$ cat config.mk
export PLATFORM = sky130hd
export DESIGN_NAME = rpj_front
export DESIGN_NICKNAME = d
export VERILOG_FILES = /design/src/sv/rpj_pkg.sv /design/src/sv/rpj_front.sv
export SDC_FILE = /design/constraint.sdc
export NUM_CORES = 2
export LEC_CHECK = 0
export BUFFER_PORTS_ARGS = -buffer_cell sky130_fd_sc_hd__buf_4
export CAP_MARGIN = 20
export CORE_MARGIN = 4
export CORE_UTILIZATION = 30
export CTS_BUF_LIST = sky130_fd_sc_hd__clkbuf_16
export DETAILED_ROUTE_END_ITERATION = 12
export GPL_ROUTABILITY_DRIVEN = 0
export GPL_TIMING_DRIVEN = 0
export SYNTH_ARGS = -nofsm -noshare
export SYNTH_HDL_FRONTEND = slang
export SYNTH_SLANG_ARGS = --single-unit
$ cat constraint.sdc
create_clock -name clk -period 15 [get_ports clk]
set_input_delay 0.75 -clock clk [delete_from_list [all_inputs] [get_ports clk]]
set_output_delay 0.75 -clock clk [all_outputs]
set_load 0.005 [all_outputs]
$ cat src/sv/rpj_pkg.sv
`timescale 1ns / 1ps
// ============================================================================
// Disparity reprojection package
// Shared widths, register indexes and the sideband struct that travels
// alongside each item through the divider pipeline.
// ============================================================================
package rpj_pkg;

    // Image map limits. A pixel at or beyond these gives an invalid point.
    localparam int unsigned MAX_COLUMNS = 4096;
    localparam int unsigned MAX_ROWS    = 4096;

    // Datapath widths.
    localparam int unsigned PIX_W  = 12;
    localparam int unsigned Q_W    = 16;
    localparam int unsigned TMAX_W = 17;
    localparam int unsigned COL_W  = 8;
    localparam int unsigned PROD_W = 2 * Q_W;
    localparam int unsigned NUM_W  = PROD_W + 4;
    localparam int unsigned DEN_W  = Q_W;
    localparam int unsigned LANES  = 3;
    localparam int unsigned SAT_W  = 31;
    localparam int unsigned OUT_W  = 32;
    localparam int unsigned SUM_W  = 10;

    // Configuration port.
    localparam int unsigned CFG_IDX_W  = 3;
    localparam int unsigned CFG_DATA_W = 17;

    typedef enum logic [CFG_IDX_W-1:0] {
        REG_CENTER_X  = 3'd0,
        REG_CENTER_Y  = 3'd1,
        REG_FOCAL     = 3'd2,
        REG_BASELINE  = 3'd3,
        REG_THRESH_LO = 3'd4,
        REG_THRESH_HI = 3'd5
    } rpj_reg_idx_t;

    // Divider lanes.
    localparam int unsigned LANE_Z = 0;
    localparam int unsigned LANE_X = 1;
    localparam int unsigned LANE_Y = 2;

    // Reciprocal of three for the intensity mean: floor(sum * 683 / 2048).
    localparam int unsigned RECIP3     = 683;
    localparam int unsigned RECIP3_SHR = 11;

    // Sideband carried with each item.
    typedef struct packed {
        logic             ok;
        logic             neg_x;
        logic             neg_y;
        logic [COL_W-1:0] intensity;
    } rpj_tag_t;

    // Configuration registers as seen by the datapath.
    typedef struct packed {
        logic [Q_W-1:0]    ctr_col;
        logic [Q_W-1:0]    ctr_row;
        logic [Q_W-1:0]    focal;
        logic [Q_W-1:0]    baseline;
        logic [Q_W-1:0]    thresh_lo;
        logic [TMAX_W-1:0] thresh_hi;
    } rpj_cfg_t;

endpackage

$ cat src/sv/rpj_front.sv
`timescale 1ns / 1ps
// ============================================================================
// Reprojection front end
// Two register stages: validity check and offset magnitudes, then the
// baseline products and the intensity mean.
// ============================================================================
module rpj_front
(
    input  logic                           clk,
    input  logic                           rst_n,
    input  logic                           en,
    input  rpj_pkg::rpj_cfg_t              cfg,
    input  logic                           in_vld,
    input  logic [rpj_pkg::PIX_W-1:0]      column,
    input  logic [rpj_pkg::PIX_W-1:0]      row,
    input  logic [rpj_pkg::Q_W-1:0]        disparity,
    input  logic [rpj_pkg::COL_W-1:0]      red,
    input  logic [rpj_pkg::COL_W-1:0]      green,
    input  logic [rpj_pkg::COL_W-1:0]      blue,
    output logic                           out_vld,
    output rpj_pkg::rpj_tag_t              out_tag,
    output logic [rpj_pkg::DEN_W-1:0]      out_den,
    output logic [rpj_pkg::NUM_W-1:0]      out_num [rpj_pkg::LANES]
);
    import rpj_pkg::*;

    // Stage A signals.
    logic             a_ok;
    logic             a_neg_x;
    logic             a_neg_y;
    logic [Q_W-1:0]   a_px;
    logic [Q_W-1:0]   a_py;
    logic [Q_W-1:0]   a_mag_x;
    logic [Q_W-1:0]   a_mag_y;

    logic             a_vld_reg;
    logic             a_ok_reg;
    logic             a_neg_x_reg;
    logic             a_neg_y_reg;
    logic [Q_W-1:0]   a_mag_x_reg;
    logic [Q_W-1:0]   a_mag_y_reg;
    logic [Q_W-1:0]   a_den_reg;
    logic [SUM_W-1:0] a_sum_reg;

    // Stage B signals.
    logic [SUM_W+SUM_W-1:0] b_scaled;
    logic                   b_vld_reg;
    rpj_tag_t               b_tag_reg;
    logic [DEN_W-1:0]       b_den_reg;
    logic [PROD_W-1:0]      b_prod_reg [LANES];

    // Pixel position in Q12.4 and the signed offset from the principal point.
    always_comb
    begin
        a_px    = {column, 4'b0000};
        a_py    = {row, 4'b0000};
        a_neg_x = a_px < cfg.ctr_col;
        a_neg_y = a_py < cfg.ctr_row;
        a_mag_x = a_neg_x ? (cfg.ctr_col - a_px) : (a_px - cfg.ctr_col);
        a_mag_y = a_neg_y ? (cfg.ctr_row - a_py) : (a_py - cfg.ctr_row);
        a_ok    = (cfg.thresh_lo < disparity)
               && ({1'b0, disparity} < cfg.thresh_hi)
               && ({5'd0, column} < 17'(MAX_COLUMNS))
               && ({5'd0, row} < 17'(MAX_ROWS));
    end

    // Stage A valid bit.
    always_ff @(posedge clk or negedge rst_n)
    begin
        if (!rst_n)
            a_vld_reg <= 1'b0;
        else if (en)
            a_vld_reg <= in_vld;
    end

    // Stage A payload.
    always_ff @(posedge clk)
    begin
        if (en)
        begin
            a_ok_reg    <= a_ok;
            a_neg_x_reg <= a_neg_x;
            a_neg_y_reg <= a_neg_y;
            a_mag_x_reg <= a_mag_x;
            a_mag_y_reg <= a_mag_y;
            a_den_reg   <= disparity;
            a_sum_reg   <= SUM_W'(red) + SUM_W'(green) + SUM_W'(blue);
        end
    end

    // Divide the color sum by three through its reciprocal.
    assign b_scaled = a_sum_reg * SUM_W'(RECIP3);

    // Stage B valid bit.
    always_ff @(posedge clk or negedge rst_n)
    begin
        if (!rst_n)
            b_vld_reg <= 1'b0;
        else if (en)
            b_vld_reg <= a_vld_reg;
    end

    // Stage B payload: one 16 by 16 product per lane.
    always_ff @(posedge clk)
    begin
        if (en)
        begin
            b_tag_reg.ok        <= a_ok_reg;
            b_tag_reg.neg_x     <= a_neg_x_reg;
            b_tag_reg.neg_y     <= a_neg_y_reg;
            b_tag_reg.intensity <= b_scaled[RECIP3_SHR +: COL_W];
            b_den_reg           <= a_den_reg;
            b_prod_reg[LANE_Z]  <= cfg.focal * cfg.baseline;
            b_prod_reg[LANE_X]  <= a_mag_x_reg * cfg.baseline;
            b_prod_reg[LANE_Y]  <= a_mag_y_reg * cfg.baseline;
        end
    end

    // Numerators carry the extra factor of sixteen for Q.4 output.
    assign out_vld = b_vld_reg;
    assign out_tag = b_tag_reg;
    assign out_den = b_den_reg;
    assign out_num[LANE_Z] = {b_prod_reg[LANE_Z], 4'b0000};
    assign out_num[LANE_X] = {b_prod_reg[LANE_X], 4'b0000};
    assign out_num[LANE_Y] = {b_prod_reg[LANE_Y], 4'b0000};

endmodule

==> metrics.yaml <==
cts:
  path_clk_slew_ns: 0.09
  cts.path.max_buffers: 2
  numCtsBuffers: 17
  cts_resized: 0
  cts_tree: "yes"
  root_buffer: "clkbuf_16"
  worstSkewPairLatency_ns: 0.52
  htree_levels: 4
  postCtsSetupRepairBufs: 0
  numClockSinks: 186
  hold_buffers: 1
outcome:
  outcome: "finished clean"
global_routing:
  grt_max_degree: 110
  grt-ovfl-total: 0
  grt_pass1_wl_um: 165000
  grt_pass1_vias: 28600
  grt_usage_pct: 17.1
  grt_antenna_before_repair: 16
drt:
  finalWirelength_um: 107000
  vias_per_cell: 4.74
  drtPass1Iterations: 5
  ant_nets: 0
  vias: 27600
  drt-wirelength-per-cell_um: 18.4
  drc: 0
  drtIter0Drc: 1904
timing:
  relSlewSlack_pct: 26.0
  hold_viol: 0
  tns_ns: 0
  max_freq_mhz: 131
  finalClockSkew_ns: 0.0307
  finalCritPeriodShare_pct: 50.9
  finalCriticalPeriod_ns: 7.64
  slew_viol_final: 0
  finalSetupViolCount: 0
  rsz0062_at_grt: "false"
  tightest_slew_ns: 1.11
yosys:
  synth_commonest_cells: "inv_1, fa_1, nand2_1, ha_1, and2_1"
  yosysSeqAreaShare_pct: 15.2
  synthTopCellsByArea: "fa_1, ha_1, edfxtp_1"
  ys_types: 74
  synth_top_area_share_pct: 33.6
  synth_largest_area_cell: "fa_1"
  syn_inst: 3869
  synth.most_common_cell: "inv_1"
  mappedNetlistArea_mm2: 0.0366
  synthFlopType: "edfxtp_1"
  synth_edf_count: 184
  yosys_warnings: 0
  async_reset_ff_share_pct: 1.08
  syn_avg_cell_area_um2: 9.46
  synth-seq-cells: 186
finish:
  postLayoutCellArea_mm2: 0.0414
  multi_input_area_mm2: 0.0273
  regArea_mm2: 0.00558
  area_growth_syn_to_layout_pct: 13.0
  largest_reg_flops: 96
  fillCellCount: 12500
  drive_gt1_share_pct: 8.29
  fin_util_pct: 34.3
  final_nets: 5405
worst_hold_path:
  worstHoldStart: "a_den_reg[8]"
  min_path_type: "flop to flop"
  worstHoldPathCells: 0
  min_to: "out_den[8]"
floorplan:
  rows: 127
  die_x_um: 357
  start_util_pct: 30.4
  ios: 301
  fp.dieH_um: 357
  core_mm2: 0.120
  die-area_mm2: 0.128
setup_path:
  cp_max_fo: 10
  critPathRequiredTime_ns: 15.31
  crit_type: "primary input to flop"
  rr_endpoint: "b_prod_reg[0][92]"
  worstSetupStartpointType: "primary input"
  r2r_slack_ns: 7.80
  r2r_start: "a_mag_y_reg[10]"
  cp.arrival_ns: 7.95
  crit_path_end_kind: "flop"
  r2r_cells: 18
placed_design:
  numPortBuffers: 272
  place_hpwl_um: 90400
  placed_cell_area_mm2: 0.0407
run:
  max-cap-violations: 0
==> how the worst max path moves through the flow <==
stage	start	end	slack (ns)	cells after the start
after floorplan	cfg[40]	b_prod_reg[0][29]	8.40	23
after global placement	cfg[35]	b_prod_reg[0][92]	6.87	19
after detailed placement	cfg[35]	b_prod_reg[0][92]	6.80	19
after CTS	cfg[35]	b_prod_reg[0][92]	7.35	19
after global routing	cfg[35]	b_prod_reg[0][92]	7.02	19
final	cfg[35]	b_prod_reg[0][92]	7.36	19
==> worst max-delay path, cell delays in order <==
cell,delay [ns]
clkbuf_1,0.80
clkbuf_1,0.71
nand2_1,0.16
fa_1,0.52
fa_1,0.58
fa_1,0.45
fa_1,0.56
inv_1,0.05
fa_1,0.49
fa_1,0.41
ha_1,0.27
buf_2,0.17
a211o_1,0.26
a31oi_1,0.17
a2bb2oi_1,0.29
a31oi_1,0.16
o21ai_0,0.59
a31oi_1,0.22
xor2_1,0.32
==> cell usage in the layout, fill, tap and decap left out, drive strengths merged, types with 75 or more instances in the layout <==
cell type  count
a21oi        120
and2         362
buf          294
clkbuf       163
edfxtp       184
fa           614
ha           453
inv          833
nand2        482
nor2          75
o21ai         86
xnor2         83
==> through the flow <==
stage / hold slack, ns / setup WS, ns / cells
floorplan: 0.400 / 8.40 / 3880
global placement: 0.401 / 6.87 / 5764
detailed placement: 0.405 / 6.80 / 5765
CTS: 0.370 / 7.35 / 5798
global route: 0.392 / 7.02 / 5798
finish: 0.410 / 7.36 / 5809
==> metal layers <==
metal	global-route usage [%]	vias up	wire length, µm
met5	0	-	31
met4	4.06	4	2230
met3	4.51	127	9430
met2	28.6	895	51300
met1	22.0	13900	44100
li1	-	12700	-
==> kinds of logic after synthesis <==
logic type | synth area share, %
AND/OR/NAND/NOR | 14.1
other | 0.0102
adder cells (fa/ha/maj) | 49.1
buffers and inverters | 10.3
flip-flops | 15.2
AO/OA/AOI/OAI | 7.91
XOR/XNOR | 2.85
multiplexers | 0.530
==> layout make-up <==
class / count / area share [%]
antenna: 11 / 0.0665
timing repair buffer: 274 / 5.04
clock buffer: 17 / 1.03
inverter: 826 / 7.49
tap: 1612 / 4.88
sequential: 186 / 13.5
buffer: 167 / 1.65
clock inverter: 15 / 0.420
multi-input combinational: 2701 / 65.9
Power is left out: the tool's default activity adds up to more than one toggle a clock period on the data nets, which glitch-free logic cannot reach.
